===== src/rtl/pwtx_pkg.sv =====
// shared types and constants of the pulse width radio transmitter
package pwtx_pkg;

   localparam int FRAME_BYTES     = 5;
   localparam int FRAME_BITS      = FRAME_BYTES * 8;
   localparam int TRAILER_SYMBOLS = 3;
   localparam int SYMBOL_TOTAL    = 1 + FRAME_BITS + TRAILER_SYMBOLS;
   localparam int SYM_W           = $clog2(SYMBOL_TOTAL + 1);
   localparam int QUEUE_DEPTH     = 2;
   localparam int CSR_IDX_W       = 3;

   localparam logic [7:0] POWER_MAX = 8'd99;

   // register indexes of the configuration port
   localparam logic [CSR_IDX_W-1:0] REG_ONE_HIGH  = 3'd0;
   localparam logic [CSR_IDX_W-1:0] REG_ZERO_HIGH = 3'd1;
   localparam logic [CSR_IDX_W-1:0] REG_BIT_PER   = 3'd2;
   localparam logic [CSR_IDX_W-1:0] REG_PRE_HIGH  = 3'd3;
   localparam logic [CSR_IDX_W-1:0] REG_PRE_PER   = 3'd4;
   localparam logic [CSR_IDX_W-1:0] REG_WAKE_EN   = 3'd5;
   localparam logic [CSR_IDX_W-1:0] REG_PRE_WAIT  = 3'd6;
   localparam logic [CSR_IDX_W-1:0] REG_POST_WAIT = 3'd7;

   typedef enum logic [2:0] {
      PH_IDLE  = 3'd0,
      PH_PRE   = 3'd1,
      PH_PULSE = 3'd2,
      PH_POST  = 3'd3,
      PH_SYM   = 3'd4
   } phase_type;

   // classified command between front and sequencer
   typedef struct packed {
      logic                  start;
      logic [FRAME_BITS-1:0] frame;
   } cmd_type;

   // one result transaction
   typedef struct packed {
      logic pin_level;
      logic busy_res;
      logic start_rejected;
      logic frame_done;
   } rsp_type;

endpackage


===== src/rtl/pwtx_front.sv =====
// front end: accepts request transactions and packs start frames
module pwtx_front (
   input  logic             req_tvalid,
   output logic             req_tready,
   input  logic [31:0]      req_tdata,
   input  logic             req_tuser,
   input  logic             queue_full,
   output logic             push,
   output pwtx_pkg::cmd_type cmd
);
   import pwtx_pkg::*;

   logic [15:0] secret;
   logic [2:0]  channel;
   logic [2:0]  command_kind;
   logic [7:0]  power;
   logic [7:0]  b0, b1, b2, b3, b4;

   assign secret       = req_tdata[15:0];
   assign channel      = req_tdata[18:16];
   assign command_kind = req_tdata[21:19];
   assign power        = req_tdata[29:22];

   assign b0 = secret[15:8];
   assign b1 = secret[7:0];
   assign b2 = {1'b0, channel, 1'b0, command_kind};
   assign b3 = (power > POWER_MAX) ? POWER_MAX : power;
   assign b4 = b0 + b1 + b2 + b3;

   assign req_tready = ~queue_full;
   assign push       = req_tvalid & ~queue_full;
   assign cmd.start  = req_tuser;
   assign cmd.frame  = {b0, b1, b2, b3, b4};

endmodule


===== src/rtl/pwtx_queue.sv =====
// two-entry command queue between front end and sequencer
module pwtx_queue (
   input  logic              clock,
   input  logic              reset,
   input  logic              push,
   input  pwtx_pkg::cmd_type push_cmd,
   output logic              full,
   input  logic              pop,
   output logic              head_valid,
   output pwtx_pkg::cmd_type head_cmd
);
   import pwtx_pkg::*;

   localparam int PTR_W = $clog2(QUEUE_DEPTH);
   localparam int CNT_W = $clog2(QUEUE_DEPTH + 1);

   cmd_type              store_ff [QUEUE_DEPTH];
   logic [PTR_W-1:0]     wr_ptr_ff, wr_ptr_in;
   logic [PTR_W-1:0]     rd_ptr_ff, rd_ptr_in;
   logic [CNT_W-1:0]     count_ff, count_in;
   logic                 do_push, do_pop;

   assign full       = (count_ff == CNT_W'(QUEUE_DEPTH));
   assign head_valid = (count_ff != '0);
   assign head_cmd   = store_ff[rd_ptr_ff];
   assign do_push    = push & ~full;
   assign do_pop     = pop & head_valid;

   always_comb begin
      wr_ptr_in = do_push ? PTR_W'(wr_ptr_ff + 1'b1) : wr_ptr_ff;
      rd_ptr_in = do_pop ? PTR_W'(rd_ptr_ff + 1'b1) : rd_ptr_ff;
      count_in  = count_ff;
      if (do_push && !do_pop) begin
         count_in = count_ff + 1'b1;
      end else if (do_pop && !do_push) begin
         count_in = count_ff - 1'b1;
      end
   end

   always_ff @(posedge clock) begin
      if (reset) begin
         wr_ptr_ff <= '0;
         rd_ptr_ff <= '0;
         count_ff  <= '0;
      end else begin
         wr_ptr_ff <= wr_ptr_in;
         rd_ptr_ff <= rd_ptr_in;
         count_ff  <= count_in;
      end
   end

   always_ff @(posedge clock) begin
      if (do_push) begin
         store_ff[wr_ptr_ff] <= push_cmd;
      end
   end

endmodule


===== src/rtl/pwtx_seq.sv =====
// back end: waveform sequencer with result register
module pwtx_seq #(
   parameter int TIME_WIDTH = 16
) (
   input  logic                  clock,
   input  logic                  reset,
   input  logic [TIME_WIDTH-1:0] one_high_time,
   input  logic [TIME_WIDTH-1:0] zero_high_time,
   input  logic [TIME_WIDTH-1:0] bit_period,
   input  logic [TIME_WIDTH-1:0] preamble_high_time,
   input  logic [TIME_WIDTH-1:0] preamble_period,
   input  logic                  wake_pulse_enable,
   input  logic [TIME_WIDTH-1:0] pre_wait_time,
   input  logic [TIME_WIDTH-1:0] post_wait_time,
   input  logic                  head_valid,
   input  pwtx_pkg::cmd_type     head_cmd,
   output logic                  pop,
   output logic                  rsp_valid,
   input  logic                  rsp_ready,
   output pwtx_pkg::rsp_type     rsp
);
   import pwtx_pkg::*;

   // derived bit timings, refreshed every cycle from the registers
   logic [TIME_WIDTH-1:0] der_one, der_zero, der_per;
   logic [TIME_WIDTH:0]   high_sum;
   logic [TIME_WIDTH-1:0] one_len, zero_len, pre_len;
   logic [TIME_WIDTH-1:0] one_high_ff, zero_high_ff;
   logic [TIME_WIDTH-1:0] one_len_ff, zero_len_ff, pre_len_ff;

   phase_type             phase_ff, phase_in;
   logic [FRAME_BITS-1:0] frame_ff, frame_in;
   logic [SYM_W-1:0]      sym_ff, sym_in, sym_inc;
   logic [TIME_WIDTH-1:0] tick_ff, tick_in, tick_inc;
   logic                  level_ff, level_in;
   logic                  rsp_valid_ff, rsp_valid_in;
   rsp_type               rsp_ff, rsp_in;

   logic                  step, is_start, is_tick;
   logic [TIME_WIDTH-1:0] sym_high, sym_len;
   logic                  sym_end, last_sym, pre_end, post_end;

   function automatic logic [TIME_WIDTH-1:0] len_of(input logic [TIME_WIDTH-1:0] h,
                                                    input logic [TIME_WIDTH-1:0] p);
      logic [TIME_WIDTH-1:0] m;
      m = (h > p) ? h : p;
      return (m == '0) ? TIME_WIDTH'(1) : m;
   endfunction

   always_comb begin
      der_one  = one_high_time;
      der_zero = zero_high_time;
      der_per  = bit_period;
      high_sum = {1'b0, one_high_time} + {1'b0, zero_high_time};
      if (one_high_time == '0) begin
         der_one = (bit_period > zero_high_time) ? bit_period - zero_high_time : '0;
      end else if (zero_high_time == '0) begin
         der_zero = (bit_period > one_high_time) ? bit_period - one_high_time : '0;
      end else if (bit_period == '0) begin
         der_per = high_sum[TIME_WIDTH] ? '1 : high_sum[TIME_WIDTH-1:0];
      end
   end

   assign one_len  = len_of(der_one, der_per);
   assign zero_len = len_of(der_zero, der_per);
   assign pre_len  = len_of(preamble_high_time, preamble_period);

   always_ff @(posedge clock) begin
      one_high_ff  <= der_one;
      zero_high_ff <= der_zero;
      one_len_ff   <= one_len;
      zero_len_ff  <= zero_len;
      pre_len_ff   <= pre_len;
   end

   // a command is taken when the result register is free or draining
   assign step     = head_valid & (~rsp_valid_ff | rsp_ready);
   assign pop      = step;
   assign is_start = step & head_cmd.start;
   assign is_tick  = step & ~head_cmd.start;

   // current symbol: preamble, data bit from the top of the shifter, or trailer zero
   always_comb begin
      if (sym_ff == '0) begin
         sym_high = preamble_high_time;
         sym_len  = pre_len_ff;
      end else if (sym_ff <= SYM_W'(FRAME_BITS) && frame_ff[FRAME_BITS-1]) begin
         sym_high = one_high_ff;
         sym_len  = one_len_ff;
      end else begin
         sym_high = zero_high_ff;
         sym_len  = zero_len_ff;
      end
   end

   assign tick_inc = tick_ff + 1'b1;
   assign sym_inc  = sym_ff + 1'b1;
   assign sym_end  = (tick_inc >= sym_len);
   assign last_sym = (sym_inc >= SYM_W'(SYMBOL_TOTAL));
   assign pre_end  = (tick_inc >= pre_wait_time);
   assign post_end = (tick_inc >= post_wait_time);

   // next phase
   always_comb begin
      phase_in = phase_ff;
      if (is_start) begin
         if (phase_ff == PH_IDLE) begin
            if (wake_pulse_enable) begin
               phase_in = (pre_wait_time != '0) ? PH_PRE : PH_PULSE;
            end else begin
               phase_in = PH_SYM;
            end
         end
      end else if (is_tick) begin
         unique case (phase_ff)
            PH_PRE:   phase_in = pre_end ? PH_PULSE : PH_PRE;
            PH_PULSE: phase_in = (post_wait_time != '0) ? PH_POST : PH_SYM;
            PH_POST:  phase_in = post_end ? PH_SYM : PH_POST;
            PH_SYM:   phase_in = (sym_end && last_sym) ? PH_IDLE : PH_SYM;
            default:  phase_in = PH_IDLE;
         endcase
      end
   end

   // datapath and result
   always_comb begin
      frame_in       = frame_ff;
      sym_in         = sym_ff;
      tick_in        = tick_ff;
      level_in       = level_ff;
      rsp_in         = rsp_ff;
      rsp_valid_in   = rsp_valid_ff;
      rsp_in.start_rejected = 1'b0;
      rsp_in.frame_done     = 1'b0;
      if (is_start) begin
         if (phase_ff == PH_IDLE) begin
            frame_in = head_cmd.frame;
            sym_in   = '0;
            tick_in  = '0;
            level_in = 1'b0;
         end else begin
            rsp_in.start_rejected = 1'b1;
         end
      end else if (is_tick) begin
         unique case (phase_ff)
            PH_PRE: begin
               level_in = 1'b0;
               tick_in  = pre_end ? '0 : tick_inc;
            end
            PH_PULSE: begin
               level_in = 1'b1;
               tick_in  = '0;
            end
            PH_POST: begin
               level_in = 1'b0;
               tick_in  = post_end ? '0 : tick_inc;
            end
            PH_SYM: begin
               level_in = (tick_ff < sym_high);
               tick_in  = sym_end ? '0 : tick_inc;
               if (sym_end) begin
                  if (sym_ff != '0 && sym_ff <= SYM_W'(FRAME_BITS)) begin
                     frame_in = {frame_ff[FRAME_BITS-2:0], 1'b0};
                  end
                  if (last_sym) begin
                     sym_in            = '0;
                     rsp_in.frame_done = 1'b1;
                  end else begin
                     sym_in = sym_inc;
                  end
               end
            end
            default: level_in = 1'b0;
         endcase
      end
      if (step) begin
         rsp_in.pin_level = level_in;
         rsp_in.busy_res  = (phase_in != PH_IDLE);
         rsp_valid_in     = 1'b1;
      end else begin
         rsp_in       = rsp_ff;
         rsp_valid_in = rsp_valid_ff & ~rsp_ready;
      end
   end

   always_ff @(posedge clock) begin
      if (reset) begin
         phase_ff     <= PH_IDLE;
         sym_ff       <= '0;
         tick_ff      <= '0;
         level_ff     <= 1'b0;
         frame_ff     <= '0;
         rsp_valid_ff <= 1'b0;
      end else begin
         phase_ff     <= phase_in;
         sym_ff       <= sym_in;
         tick_ff      <= tick_in;
         level_ff     <= level_in;
         frame_ff     <= frame_in;
         rsp_valid_ff <= rsp_valid_in;
      end
   end

   always_ff @(posedge clock) begin
      rsp_ff <= rsp_in;
   end

   assign rsp_valid = rsp_valid_ff;
   assign rsp       = rsp_ff;

endmodule


===== src/rtl/pulse_width_rf_message_transmitter_top.sv =====
// top level of the pulse width on-off-keyed radio frame transmitter
//
// req channel: one transaction per item; tuser = 1 starts a frame (tdata carries
// secret, channel, kind, power), tuser = 0 is one microsecond tick of waveform.
// rsp channel: exactly one transaction per request: line level, busy, start
// rejected in tdata, and tlast high on the tick that ends the last trailer symbol.
// csr port: write-only, index 0..7 selects the timing register, taken every
// cycle csr_wen is high; write only while the block is idle.
// throughput: one request per clock while the queue is not full; the front end classifies and
// packs the frame, a two-entry queue feeds the sequencer and keeps taking
// requests while an older result waits in the result register.
// path: an accepted request is written into the queue register, and the sequencer
// writes its result into the result register once the command is at the queue
// head and the result register is free or draining.
// timing registers are turned into registered bit lengths after a write.
// reset: synchronous, clears the queue, sequencer (idle, line low) and the timing
// registers to zero; the result data and derived bit lengths are not reset.
// a stalled rsp side fills the queue, then req_tready drops; nothing is lost.
module pulse_width_rf_message_transmitter_top #(
   parameter int TIME_WIDTH = 16
) (
   input  logic                           clock,
   input  logic                           reset,
   // request channel
   input  logic                           req_tvalid,
   output logic                           req_tready,
   input  logic [31:0]                    req_tdata,  // secret, channel, command_kind, power
   input  logic                           req_tuser,  // operation
   // result channel
   output logic                           rsp_tvalid,
   input  logic                           rsp_tready,
   output logic [7:0]                     rsp_tdata,  // pin_level, busy_res, start_rejected
   output logic                           rsp_tlast,  // frame_done
   // configuration writes
   input  logic                           csr_wen,
   input  logic [pwtx_pkg::CSR_IDX_W-1:0] csr_index,
   input  logic [TIME_WIDTH-1:0]          csr_wdata
);
   import pwtx_pkg::*;

   // timing registers
   logic [TIME_WIDTH-1:0] one_high_ff, zero_high_ff, bit_per_ff;
   logic [TIME_WIDTH-1:0] pre_high_ff, pre_per_ff, pre_wait_ff, post_wait_ff;
   logic                  wake_en_ff;

   logic    push, queue_full, pop, head_valid, rsp_valid;
   cmd_type push_cmd, head_cmd;
   rsp_type rsp;

   always_ff @(posedge clock) begin
      if (reset) begin
         one_high_ff  <= '0;
         zero_high_ff <= '0;
         bit_per_ff   <= '0;
         pre_high_ff  <= '0;
         pre_per_ff   <= '0;
         wake_en_ff   <= 1'b0;
         pre_wait_ff  <= '0;
         post_wait_ff <= '0;
      end else if (csr_wen) begin
         unique case (csr_index)
            REG_ONE_HIGH:  one_high_ff  <= csr_wdata;
            REG_ZERO_HIGH: zero_high_ff <= csr_wdata;
            REG_BIT_PER:   bit_per_ff   <= csr_wdata;
            REG_PRE_HIGH:  pre_high_ff  <= csr_wdata;
            REG_PRE_PER:   pre_per_ff   <= csr_wdata;
            REG_WAKE_EN:   wake_en_ff   <= csr_wdata[0];
            REG_PRE_WAIT:  pre_wait_ff  <= csr_wdata;
            REG_POST_WAIT: post_wait_ff <= csr_wdata;
            default:       wake_en_ff   <= wake_en_ff;
         endcase
      end
   end

   // front end: accept and pack
   pwtx_front u_front (
      .req_tvalid (req_tvalid),
      .req_tready (req_tready),
      .req_tdata  (req_tdata),
      .req_tuser  (req_tuser),
      .queue_full (queue_full),
      .push       (push),
      .cmd        (push_cmd)
   );

   // decoupling queue
   pwtx_queue u_queue (
      .clock      (clock),
      .reset      (reset),
      .push       (push),
      .push_cmd   (push_cmd),
      .full       (queue_full),
      .pop        (pop),
      .head_valid (head_valid),
      .head_cmd   (head_cmd)
   );

   // back end: waveform sequencer
   pwtx_seq #(
      .TIME_WIDTH (TIME_WIDTH)
   ) u_seq (
      .clock              (clock),
      .reset              (reset),
      .one_high_time      (one_high_ff),
      .zero_high_time     (zero_high_ff),
      .bit_period         (bit_per_ff),
      .preamble_high_time (pre_high_ff),
      .preamble_period    (pre_per_ff),
      .wake_pulse_enable  (wake_en_ff),
      .pre_wait_time      (pre_wait_ff),
      .post_wait_time     (post_wait_ff),
      .head_valid         (head_valid),
      .head_cmd           (head_cmd),
      .pop                (pop),
      .rsp_valid          (rsp_valid),
      .rsp_ready          (rsp_tready),
      .rsp                (rsp)
   );

   assign rsp_tvalid = rsp_valid;
   assign rsp_tdata  = {5'b0, rsp.start_rejected, rsp.busy_res, rsp.pin_level};
   assign rsp_tlast  = rsp.frame_done;

endmodule


===== config.mk =====
export PLATFORM = sky130hd
export DESIGN_NAME = pulse_width_rf_message_transmitter_top
export DESIGN_NICKNAME = d
export VERILOG_FILES = /design/src/rtl/pwtx_pkg.sv /design/src/rtl/pwtx_front.sv /design/src/rtl/pwtx_queue.sv /design/src/rtl/pwtx_seq.sv /design/src/rtl/pulse_width_rf_message_transmitter_top.sv
export SDC_FILE = /design/constraint.sdc
export NUM_CORES = 1
export LEC_CHECK = 0
export BUFFER_PORTS_ARGS = -buffer_cell sky130_fd_sc_hd__buf_4
export CAP_MARGIN = 15
export CELL_PAD_IN_SITES_DETAIL_PLACEMENT = 2
export CELL_PAD_IN_SITES_GLOBAL_PLACEMENT = 2
export CORE_AREA = 5 5 230 232
export DETAILED_ROUTE_END_ITERATION = 8
export DIE_AREA = 0 0 235 237
export GPL_ROUTABILITY_DRIVEN = 1
export PLACE_DENSITY = 0.78
export REMOVE_ABC_BUFFERS = 1
export SYNTH_ARGS = -nofsm -noshare
export SYNTH_HDL_FRONTEND = slang
export SYNTH_SLANG_ARGS = --single-unit

===== constraint.sdc =====
create_clock -name clock -period 6.65 [get_ports clock]
set_input_delay 0.9975 -clock clock [delete_from_list [all_inputs] [get_ports clock]]
set_output_delay 0.9975 -clock clock [all_outputs]
set_load 0.005 [all_outputs]

==> impl_results.md <==
* Outcome: complete, no violations
* XOR/XNOR share of the synthesized area at 0.0278
* Slew headroom at 0.258
* Final setup viols at 0
* Worst vdd ir at 0.165 mV
* Hold Path Class: flip-flop to flip-flop
* Hold slack at approximately 0.45 ns
* Largest net degree at the start of global routing at 102
* Root Driver: clkbuf_16
* Worst-Margin Slew at 1.11 ns
* IO Count at 68
* Place WS at 0.484 ns
* Simple-gate share of the synthesized area at 0.169
* Routability-driven placement congestion ratio at 0.993
* Per-cell routed wire length at 25.7 um
* Worst setup margin at between 0.3 and 0.4 ns
* DIE HEIGHT at 237 um
* Cell Pwr Density at 316 nW/um^2
* Synthesized instance count at 2237
* RSZ-0062 raised after global routing: no
* Post-synth top area cell: dfxtp_1
* CP Class: flip-flop to flip-flop
* Synth Area per Inst at 8.72 um^2
* Clock latency on the worst-skew pair at about 0.56 ns
* Post-CTS Resized at 0
* IO buf count at 60
* Number of enable flip-flop cells after synthesis at 82
* Core ar. at 50800 um^2
* Clk slew on worst S/H paths at 0.06 ns
* Post-synthesis adder-cell area fraction at 0.126
* Initial antenna violation count at 1
* Main area contributors after synthesis: dfxtp_1, edfxtp_1, ha_1
* Required @ worst endpoint at around 7 ns
* Synth Flop Type: dfxtp_1
* Final hold vios at 0
* H-tree depth at 2
* Slowest library cell on the worst path: a2111oi_0
* Total track usage at 0.270
* Clock skew at 0.0212 ns
* Worst Path Max Fanout at 19
* CP cell instances: ha_1, and2_1, a221oi_1, nand2_1, a2111oi_0, o41ai_1, mux2_2, a31o_2, ha_1, nand3_1, nor3_1, o311ai_1, a32o_1, buf_4, a211oi_1, o211ai_1, o31a_1, or4_1, o41ai_2
* Most frequent cell after synthesis: nand2_1
* Critical path data arrival time at a little under 7 ns
* CP startpoint kind: flip-flop
* Area of the mapped netlist at 19500 um^2
* Clock Path Buffers at 3
* Final nets at around 2600
* Remaining DRCs at 0
* Number of synthesized register bits at 347
* Lkg Pwr at 0.00895 uW
* Vias in the first global route at 19300
* Grt total ovfl at 0
* Initial core utilization at 0.384
* Synth-to-layout area growth at 13.9%
* Largest family of logic cells by synthesized area: compound AO/OA/AOI/OAI gates
* Register area share after synthesis at 0.398
* Initial drt markers at 856
* Synth Area in Compound Gates at 0.179
* Number of max-cap violations at 0
* Antenna Nets Post-Route at 0
* DP HPWL at 57600 um
* Ys Warns at 0
* Ratio of cells with drive above 1 in the final layout at 0.0918
* Die width at 235 um
* Fin crit period at 6.32 ns
* First-pass GRT wire length at 118000 um
* Vias at 17400
* Max-slew violations at 0
* Drt pass-1 iters at 5
* Yosys top cell area share at 0.272
* Hold_buf cts at 0
* Setup TNS at 0 ns
* Unique cell type count in the Yosys netlist at between 70 and 80
* Max incr delay on CP at 0.66 ns
* Num CTS Buffers at 41
* FMAX at 158 MHz
* Mux contribution to synthesized area at 0.0557
* Final-layout fill cell count at 5532
* Crit path from: one_high_ff[3]
* Drt total wl at 77700 um
* Clock sink total at 347
* Critical R2R Launch: one_high_ff[3]
* Async SR Flop Fraction at 0
* CTS tree: done
* Post-CTS Setup Inserts at 0
* Most frequent CP cell: ha_1
* Via/cell ratio at 5.77
* Diode count at 0
* FP Rows at 83
* Total Die Area at 55700 um^2
* Most frequent cells after synthesis: nand2_1, a21oi_1, dfxtp_1
* Crit. End Element: flip-flop
* Final Cycle Share at 0.951
* Hold Crit Start: u_seq.frame_ff[14]
## report_power, final
group          internal, uW  leakage (uW)  switching (uW)
logic                   772       0.00540            1420
registers              2450       0.00291             142
clock network          1280      0.000644             956
## placed cells by master (no fill, tap or decap), drive strengths merged, types with 15 or more instances in the layout
master and n:
xnor2 35, nor2b 15, fa 16, mux2i 85
nor4 32, ha 171, and2 16, edfxtp 82
xor2 27, inv 132, nor2 135, dfxtp 265
buf 115, clkbuf 61, o21ai 79, mux2 21
nand2 383, nand4 23, o21a 15, nand2b 21
nor3 25, nand3 42, a31oi 22, o211ai 51
a21oi 274, a21o 41
## cell type report
cell class | instances | area, um^2 | share of cell area
multi-input combinational | 1672 | 10900 | 0.492
sequential | 347 | 7770 | 0.350
timing repair buffer | 115 | 871 | 0.0392
clock buffer | 61 | 1180 | 0.0532
inverter | 131 | 492 | 0.0221
clock inverter | 15 | 126 | 0.00569
tap | 680 | 851 | 0.0383
## kinds of logic after synthesis
group,after synthesis
adders and majority gates,187
DFF,347
AOI/OAI and AO/OA,571
xor gates and xnor gates,62
buffers and inverters,224
and+or+nand+nor,739
muxes,106
other,1
## sequential cells by signal, indices dropped and copies added (netlist names), named ones only
name                flops
u_seq.pre_len_ff       16
u_seq.zero_high_ff     16
u_seq.phase_ff          3
wake_en_ff              1
u_seq.rsp               4
u_queue.count_ff        2
zero_high_ff           16
pre_high_ff            16
u_seq.one_len_ff       16
pre_per_ff             16
u_seq.one_high_ff      16
u_seq.sym_ff            6
u_seq.zero_len_ff      16
post_wait_ff           16
u_seq.level_ff          1
u_queue.wr_ptr_ff       1
pre_wait_ff            16
u_queue.rd_ptr_ff       1
u_seq.frame_ff         40
u_seq.tick_ff          16
u_seq.rsp_valid         1
bit_per_ff             16
u_queue.store_ff       78
one_high_ff            16
## worst paths after layout
path	end	cells after the start	slack, ns
worst max-delay path	u_seq.zero_len_ff[0]	19	0.33
worst min-delay path	u_seq.frame_ff[14]	2	0.45
worst max register to register	u_seq.zero_len_ff[0]	19	0.33
worst min register to register	u_seq.frame_ff[14]	2	0.45
## metrics by stage
stage          total power, uW  utilization  cells  instance area (um^2)
2_1_floorplan             3950            -   2150                 19200
3_3_place_gp              4620        0.411   2941                 20900
3_5_place_dp              4770        0.411   2942                 20900
4_1_cts                   7070        0.437   3018                 22200
5_1_grt                   7340        0.438   3021                 22200
6_report                  7030        0.438   3021                 22200
## per-layer routing
| metal | global-route usage | wire length, um |
|---|---|---|
| met1 | 0.323 | 32800 |
| met2 | 0.492 | 39100 |
| met3 | 0.0312 | 2110 |
| met4 | 0.113 | 3750 |
| met5 | 0 | 0 |
## worst max-delay path: cells and delay by family, from the launching register on
kind / cells / cell delay, ns
and+or+nand+nor: 5 / 1.27
DFF: 1 / 0.48
AOI/OAI and AO/OA: 10 / 3.21
adders and majority gates: 2 / 0.66
buffers and inverters: 1 / 0.26
muxes: 1 / 0.31
Power figures use the tool's default switching activity.
